## src/hw/rtl/tdfp_pkg.sv

```systemverilog
// Package for the tagged decimal field parser.
// Holds the word types, tag characters, the parse mode type and small helpers.
// No dependencies.
package tdfp_pkg;

    // Word types for the two streaming channels.
    typedef struct packed {
        logic [7:0] byte_value;
        logic       first_of_buffer;
    } in_word_t;

    typedef struct packed {
        logic [1:0]  channel;
        logic [23:0] scaled_value;
    } out_word_t;

    localparam int ACC_W   = 24;
    localparam int SCALE_W = 32;
    localparam int PROD_W  = ACC_W + SCALE_W;

    // Configuration port.
    localparam int  APB_ADDR_W = 3;
    localparam int  APB_DATA_W = 32;
    localparam logic REG_IDX_SCALE = 1'b0;
    localparam logic [SCALE_W-1:0] SCALE_RESET = 32'd405789;

    // Tag and digit characters.
    localparam logic [7:0] CHR_OPEN_A  = 8'd65;
    localparam logic [7:0] CHR_CLOSE_B = 8'd66;
    localparam logic [7:0] CHR_OPEN_C  = 8'd67;
    localparam logic [7:0] CHR_CLOSE_D = 8'd68;
    localparam logic [7:0] CHR_OPEN_E  = 8'd69;
    localparam logic [7:0] CHR_CLOSE_F = 8'd70;
    localparam logic [7:0] CHR_OPEN_G  = 8'd71;
    localparam logic [7:0] CHR_CLOSE_H = 8'd72;
    localparam logic [7:0] CHR_ZERO    = 8'd48;
    localparam logic [7:0] CHR_NINE    = 8'd57;

    // Hunting, or inside the field of one channel.
    typedef enum logic [2:0] {
        MODE_HUNT = 3'd0,
        MODE_CH0  = 3'd1,
        MODE_CH1  = 3'd2,
        MODE_CH2  = 3'd3,
        MODE_CH3  = 3'd4
    } mode_t;

    // Closing tag that ends a field of the given channel.
    function automatic logic [7:0] close_tag(input logic [1:0] ch);
        logic [7:0] tag;
        case (ch)
            2'd0:    tag = CHR_CLOSE_B;
            2'd1:    tag = CHR_CLOSE_D;
            2'd2:    tag = CHR_CLOSE_F;
            default: tag = CHR_CLOSE_H;
        endcase
        return tag;
    endfunction

    function automatic logic is_digit(input logic [7:0] b);
        return (b >= CHR_ZERO) && (b <= CHR_NINE);
    endfunction

endpackage

```

## src/hw/rtl/tdfp_apb.sv

```systemverilog
// APB-style configuration port of the tagged decimal field parser.
// Holds the scale register. Depends on tdfp_pkg.
module tdfp_apb
    import tdfp_pkg::*;
(
    input  logic                  aclk,
    input  logic                  aresetn,
    input  logic                  psel,
    input  logic                  penable,
    input  logic                  pwrite,
    input  logic [APB_ADDR_W-1:0] paddr,
    input  logic [APB_DATA_W-1:0] pwdata,
    output logic [APB_DATA_W-1:0] prdata,
    output logic                  pready,
    output logic [SCALE_W-1:0]    scale
);

    logic [SCALE_W-1:0] scale_reg;
    logic               word_idx;
    logic               wr_en;

    // Registers are 32-bit words; the word index sits above the byte offset.
    assign word_idx = paddr[APB_ADDR_W-1];
    assign wr_en    = psel && penable && pwrite && (word_idx == REG_IDX_SCALE);
    assign pready   = 1'b1;

    always_ff @(posedge aclk) begin
        if (!aresetn) begin
            scale_reg <= SCALE_RESET;
        end else if (wr_en) begin
            scale_reg <= pwdata;
        end
    end

    always_comb begin
        unique case (word_idx)
            REG_IDX_SCALE: prdata = scale_reg;
            default:       prdata = '0;
        endcase
    end

    assign scale = scale_reg;

endmodule

```

## src/hw/rtl/tdfp_parse.sv

```systemverilog
// Parse state machine of the tagged decimal field parser.
// Hunts for tags, accumulates digits and flags completed fields. Depends on tdfp_pkg.
module tdfp_parse
    import tdfp_pkg::*;
#(
    parameter int MAX_DIGITS = 8
) (
    input  logic             aclk,
    input  logic             aresetn,
    input  logic             step,
    input  in_word_t         word,
    output logic             emit,
    output logic [1:0]       channel,
    output logic [ACC_W-1:0] acc
);

    localparam int CNT_W = $clog2(MAX_DIGITS);

    mode_t            mode_reg, mode_next, mode_eff;
    logic [CNT_W-1:0] cnt_reg, cnt_next;
    logic [ACC_W-1:0] acc_reg, acc_next;
    logic [CNT_W:0]   cnt_inc;
    logic [ACC_W-1:0] acc_digit;
    logic [1:0]       field_ch;

    // A first byte of a buffer is always seen in hunting mode.
    assign mode_eff  = word.first_of_buffer ? MODE_HUNT : mode_reg;
    assign field_ch  = 2'(3'(mode_eff) - 3'd1);
    assign cnt_inc   = (CNT_W+1)'(cnt_reg) + (CNT_W+1)'(1);
    assign acc_digit = (acc_reg << 3) + (acc_reg << 1) + ACC_W'(word.byte_value[3:0]);

    // Next state.
    always_comb begin
        mode_next = mode_eff;
        cnt_next  = cnt_reg;
        acc_next  = acc_reg;
        unique case (mode_eff)
            MODE_CH0, MODE_CH1, MODE_CH2, MODE_CH3: begin
                if (word.byte_value == close_tag(field_ch)) begin
                    mode_next = MODE_HUNT;
                end else if (is_digit(word.byte_value)) begin
                    acc_next = acc_digit;
                    cnt_next = CNT_W'(cnt_inc);
                    // Reaching the digit limit drops the field.
                    if (cnt_inc == (CNT_W+1)'(MAX_DIGITS)) begin
                        mode_next = MODE_HUNT;
                    end
                end else begin
                    // A foreign byte drops the field and is consumed.
                    mode_next = MODE_HUNT;
                end
            end
            default: begin
                mode_next = MODE_HUNT;
                if (word.byte_value == CHR_OPEN_A || word.byte_value == CHR_OPEN_C ||
                    word.byte_value == CHR_OPEN_E || word.byte_value == CHR_OPEN_G) begin
                    mode_next = mode_t'(3'(word.byte_value[2:1]) + 3'd1);
                    cnt_next  = '0;
                    acc_next  = '0;
                end
            end
        endcase
    end

    // Outputs.
    always_comb begin
        emit    = 1'b0;
        channel = field_ch;
        unique case (mode_eff)
            MODE_CH0, MODE_CH1, MODE_CH2, MODE_CH3: begin
                emit = (word.byte_value == close_tag(field_ch));
            end
            default: begin
                emit    = 1'b0;
                channel = 2'd0;
            end
        endcase
    end

    always_ff @(posedge aclk) begin
        if (!aresetn) begin
            mode_reg <= MODE_HUNT;
            cnt_reg  <= '0;
            acc_reg  <= '0;
        end else if (step) begin
            mode_reg <= mode_next;
            cnt_reg  <= cnt_next;
            acc_reg  <= acc_next;
        end
    end

    assign acc = acc_reg;

    a_emit_returns_to_hunt: assert property (@(posedge aclk) disable iff (!aresetn)
        (step && emit) |=> (mode_reg == MODE_HUNT))
        else $error("parser did not return to hunting after a closing tag");

    a_count_below_limit: assert property (@(posedge aclk) disable iff (!aresetn)
        (mode_reg != MODE_HUNT) |-> ((CNT_W+1)'(cnt_reg) < (CNT_W+1)'(MAX_DIGITS)))
        else $error("digit count reached the limit inside a field");

endmodule

```

## src/hw/rtl/tdfp_scale.sv

```systemverilog
// Result stage of the tagged decimal field parser.
// Scales the finished value by the Q0.32 factor into the result register. Depends on tdfp_pkg.
module tdfp_scale
    import tdfp_pkg::*;
(
    input  logic               aclk,
    input  logic               aresetn,
    input  logic               load,
    input  logic [1:0]         channel,
    input  logic [ACC_W-1:0]   acc,
    input  logic [SCALE_W-1:0] scale,
    input  logic               m_ready,
    output logic               m_valid,
    output out_word_t          m_data,
    output logic               slot_free
);

    logic              valid_reg, valid_next;
    out_word_t         data_reg;
    logic [PROD_W-1:0] prod;

    assign prod      = PROD_W'(acc) * PROD_W'(scale);
    assign slot_free = !valid_reg || m_ready;

    always_comb begin
        valid_next = valid_reg;
        if (load) begin
            valid_next = 1'b1;
        end else if (m_ready) begin
            valid_next = 1'b0;
        end
    end

    always_ff @(posedge aclk) begin
        if (!aresetn) begin
            valid_reg <= 1'b0;
        end else begin
            valid_reg <= valid_next;
        end
    end

    always_ff @(posedge aclk) begin
        if (load) begin
            data_reg.channel      <= channel;
            data_reg.scaled_value <= prod[PROD_W-1 -: ACC_W];
        end
    end

    assign m_valid = valid_reg;
    assign m_data  = data_reg;

    a_load_into_free_slot: assert property (@(posedge aclk) disable iff (!aresetn)
        load |-> slot_free)
        else $error("result register overwritten before it was taken");

endmodule

```

## src/hw/rtl/tagged_decimal_field_parser.sv

```systemverilog
// Top level of the tagged decimal field parser.
// Instantiates tdfp_apb, tdfp_parse and tdfp_scale; depends on tdfp_pkg.
//
// The parser takes a rangefinder byte stream, one byte per word on the s_ channel. While
// hunting it waits for an opening tag 'A', 'C', 'E' or 'G', which selects channel 0 to 3,
// then collects ASCII decimal digits until the matching closing tag 'B', 'D', 'F' or 'H'.
// At the closing tag it sends one word on the m_ channel carrying the channel and the
// collected value multiplied by scale_q32 / 2^32, truncated; an empty field gives 0. A field
// is dropped without a result when it reaches MAX_DIGITS digits or when any other byte shows
// up inside it, and that byte is not taken as a new opening tag. A byte flagged as the first
// of a buffer always puts the parser back into hunting before it is looked at. The block
// takes one word per clock cycle unless a closing tag waits on a full output register:
// each word passes through an input register, where the parse state machine consumes it,
// and a result goes from there into the output register, where the 24 by 32 bit scaling
// multiply sits. Bytes that give no result move on, and the input keeps accepting, even
// while a result waits in the full output register. scale_q32 lives at byte address 0 of
// the APB port and should only be written while the stream is idle.
module tagged_decimal_field_parser
    import tdfp_pkg::*;
#(
    parameter int MAX_DIGITS = 8
) (
    input  logic                  aclk,
    input  logic                  aresetn,
    // Byte stream in.
    input  logic                  s_valid,
    output logic                  s_ready,
    input  in_word_t              s_data,
    // Results out.
    output logic                  m_valid,
    input  logic                  m_ready,
    output out_word_t             m_data,
    // Configuration.
    input  logic                  psel,
    input  logic                  penable,
    input  logic                  pwrite,
    input  logic [APB_ADDR_W-1:0] paddr,
    input  logic [APB_DATA_W-1:0] pwdata,
    output logic [APB_DATA_W-1:0] prdata,
    output logic                  pready
);

    logic               in_valid_reg, in_valid_next;
    in_word_t           in_word_reg;
    logic               step;
    logic               emit;
    logic               slot_free;
    logic [1:0]         channel;
    logic [ACC_W-1:0]   acc;
    logic [SCALE_W-1:0] scale;

    tdfp_apb u_apb (
        .aclk    (aclk),
        .aresetn (aresetn),
        .psel    (psel),
        .penable (penable),
        .pwrite  (pwrite),
        .paddr   (paddr),
        .pwdata  (pwdata),
        .prdata  (prdata),
        .pready  (pready),
        .scale   (scale)
    );

    // The held word is consumed when it yields nothing, or when the result register can
    // take its result this cycle.
    assign step    = in_valid_reg && (slot_free || !emit);
    assign s_ready = !in_valid_reg || step;

    always_comb begin
        in_valid_next = in_valid_reg;
        if (s_valid && s_ready) begin
            in_valid_next = 1'b1;
        end else if (step) begin
            in_valid_next = 1'b0;
        end
    end

    always_ff @(posedge aclk) begin
        if (!aresetn) begin
            in_valid_reg <= 1'b0;
        end else begin
            in_valid_reg <= in_valid_next;
        end
    end

    always_ff @(posedge aclk) begin
        if (s_valid && s_ready) begin
            in_word_reg <= s_data;
        end
    end

    tdfp_parse #(
        .MAX_DIGITS (MAX_DIGITS)
    ) u_parse (
        .aclk    (aclk),
        .aresetn (aresetn),
        .step    (step),
        .word    (in_word_reg),
        .emit    (emit),
        .channel (channel),
        .acc     (acc)
    );

    tdfp_scale u_scale (
        .aclk      (aclk),
        .aresetn   (aresetn),
        .load      (step && emit),
        .channel   (channel),
        .acc       (acc),
        .scale     (scale),
        .m_ready   (m_ready),
        .m_valid   (m_valid),
        .m_data    (m_data),
        .slot_free (slot_free)
    );

    // A word stalled at the input means the input register is occupied.
    a_stall_only_when_full: assert property (@(posedge aclk) disable iff (!aresetn)
        !s_ready |-> in_valid_reg)
        else $error("input stalled with an empty input register");

endmodule

```

## config.mk

```make
export PLATFORM = sky130hd
export DESIGN_NAME = tagged_decimal_field_parser
export DESIGN_NICKNAME = d
export VERILOG_FILES = /design/src/hw/rtl/tdfp_pkg.sv /design/src/hw/rtl/tdfp_apb.sv /design/src/hw/rtl/tdfp_parse.sv /design/src/hw/rtl/tdfp_scale.sv /design/src/hw/rtl/tagged_decimal_field_parser.sv
export SDC_FILE = /design/constraint.sdc
export NUM_CORES = 2
export LEC_CHECK = 0
export ABC_AREA = 1
export BUFFER_PORTS_ARGS = -buffer_cell sky130_fd_sc_hd__buf_4
export CAP_MARGIN = 20
export CORE_MARGIN = 2
export CORE_UTILIZATION = 36
export DETAILED_ROUTE_END_ITERATION = 16
export PLACE_DENSITY = 0.6
export SYNTH_ARGS = -nofsm -noshare
export SYNTH_HDL_FRONTEND = slang
export SYNTH_SLANG_ARGS = --single-unit
export TNS_END_PERCENT = 100
```

## constraint.sdc

```tcl
create_clock -name aclk -period 16.65 [get_ports aclk]
set_input_delay 0.8325 -clock aclk [delete_from_list [all_inputs] [get_ports aclk]]
set_output_delay 0.8325 -clock aclk [all_outputs]
set_load 0.03 [all_outputs]
```

==> metrics.cfg <==
[synth]
synth.distinct_cells=43
synth_top_family_by_area=adder cells
ys_warn_count=0
synth_area_sq_mm=0.0313
synthMuxAreaShare=0
synthArstFlopShare=0
seq_area_frac_synth=0.0744
synthXorXnorAreaFrac=0.00531
synthSimpleGateAreaFrac=0.183
avgSynthCellArea_sq_um=7.45
ys_seq_elements=99
yosys.area_share.adder=0.511
synth_top_cell_by_area=fa_1
synth_flop_cell=dfxtp_1
syn_nets=5143
synth-edff-count=35
synthCells=4207
synth_area_leaders=fa_1 42%, inv_1 15%, nand2_1 14%
synth_top_area_share=0.421
synth_compound_area_frac=0.0467

[clock_tree]
clockBufferDepth=2
clock_sinks=99
cts_setup_buffers=0
cts_root_buffer=clkbuf_16
ctsHoldBuffers=0
cts_resized=0
ctsHtreeMaxLevel=3
clk_pin_slew_ns=0.09
cts_tree=done
clock_latency_ns=0.41
cts-buffers-inserted=9

[power_and_ir_drop]
power_density_mw_per_mm2=16.8
ir_worst_vdd_mv=0.0399
p_total_mw=0.561
p_leak_nw=19.6

[final_layout]
largest_reg_flops=32
stdcell_count=5326
seq_area_sq_mm=0.00234
layout.nets=5102
fillerInstances=9144
antenna_cells=0
layout-drive-gt1-share=0.0484
utilization=0.387
final_area_sq_mm=0.0335
multi_input_area_sq_mm=0.0234
areaGrowthSynthToFinish_pct=6.75

[place]
dp_hpwl_mm=69.8
postPlaceCellArea_sq_mm=0.0331
place.port_buffers=108
dp.cells=5310
gp_congestion=0.894

[global_route]
grt_pass1_wl_mm=146
grt_overflow_total=0
grt_max_degree=47
antenna_found_initial=0
grt_usage=0.210
grt_pass1_vias=27070

[route]
drt-initial-drc-count=1569
post_drt_wl_per_cell_um=16.9
ant_nets=0
num_vias=25089
post_drt_via_cell_ratio=4.71
dr.pass1.iters=7
drcViolationCount=0
wirelength_mm=90.0

[job]
cap_violations=0

[setup_path]
critPathLaunch=u_parse.acc[10]$_SDFFE_PN0P_
start_kind=flop
crit_type=reg2reg
critPathMaxFanout=22
critical_path_required_ns=16.79
end_kind=flop
critPathArrivalTime_ns=7.31
r2r-start=u_parse.acc[10]$_SDFFE_PN0P_

[floorplanning]
chipHeight_um=299
start_util=0.362
die_w_um=299
ios=112
rows=108
core_sq_mm=0.0865
die_area_sq_mm=0.0894

[sta]
min_period_ns=7.17
finalMaxSlewViolations=0
post-route-period-util=0.431
clock.fmax_mhz=139
rsz0062_at_grt=no
setup_tns_ns=0
hold_viol=0
worst_pin_slew_ns=0.985
fin_skew_ns=0.0300
slew_headroom=0.343
setup_viol=0

[outcome]
outcome=finished, final reports clean

[hold_path]
hold_path_class=reg2reg
holdCritStartpoint=u_apb.scale[6]$_SDFFE_PN0P_

-- through the flow --
step	worst slack [ns]	hold slack (ns)
final	9.48	0.476
after global routing	9.17	0.504
after CTS	9.51	0.480
after detailed placement	9.53	0.468
after global placement	9.59	0.463
after floorplan	10.61	0.460
-- power by group --
group,switching (mW),total [mW],internal [mW]
registers,0.00952,0.264,0.254
clock network,0.121,0.228,0.107
logic,0.0495,0.0692,0.0197
total,0.180,0.561,0.381
-- Yosys cell counts (11+ instances only) --
master / n
nand2_1: 1142
nand3_1: 67
nor3_1: 19
nor2_1: 163
a21oi_1: 141
o21ai_0: 82
dfxtp_1: 64
ha_1: 226
inv_1: 1274
edfxtp_1: 35
nand3b_1: 11
fa_1: 659
clkbuf_1: 202
nand4_1: 25
o21bai_1: 16
-- worst max-delay path, stage by stage (launching register included) --
cell and delay, ns:
dfxtp_1 0.87, buf_4 0.48, nand2_1 0.14, fa_1 0.50, fa_1 0.55, inv_1 0.06
fa_1 0.51, fa_1 0.58, fa_1 0.43, fa_1 0.49, inv_1 0.05, fa_1 0.50
inv_1 0.05, ha_1 0.41, nand2_1 0.18, o21bai_1 0.36, a21oi_1 0.20, o21bai_1 0.32
a21oi_1 0.11, nand3_1 0.08, nand2_1 0.06
-- final timing paths --
path              cells after the start                            to  slack [ns]
hold reg to reg                       2   u_apb.scale[6]$_SDFFE_PN0P_        0.48
setup / recovery                     20  u_scale.m_data[22]$_DFFE_PP_        9.48
hold / removal                        2   u_apb.scale[6]$_SDFFE_PN0P_        0.48
setup reg to reg                     20  u_scale.m_data[22]$_DFFE_PP_        9.48
-- cells by family (layout without fill, tap and decap cells) --
logic type	count (synthesis)	after routing
AO/OA/AOI/OAI	267	267
XOR/XNOR	19	19
buffers and inverters	1488	1452
flip-flops	99	99
adder cells (fa/ha/maj)	885	885
AND/OR/NAND/NOR	1448	1448
other	1	1
-- metal layers --
layer,track usage,wire length [um]
met1,0.249,35800
met2,0.378,45100
met3,0.0238,4360
met4,0.102,4690
met5,0,0
-- final cells by class --
cell class              instances  area share
clock buffers                   9     0.00673
clock inverters                 7     0.00236
inverters                    1278       0.143
multi-input cells            2620       0.699
flip-flops and latches         99      0.0700
well taps                    1155      0.0432
repair buffers                158      0.0355
-- cells in the final DEF, fill, tap and decap left out, drive strengths merged, types with 10 or more instances in the layout --
cell	instances
o21bai	16
ha	226
fa	659
a21oi	149
buf	158
nand2	1146
edfxtp	35
xor2	10
nand3b	11
nand3	69
inv	1280
nand4	25
nor3	19
nor2	166
dfxtp	64
o21ai	83
No activity file was read; power rests on OpenSTA's default activity.
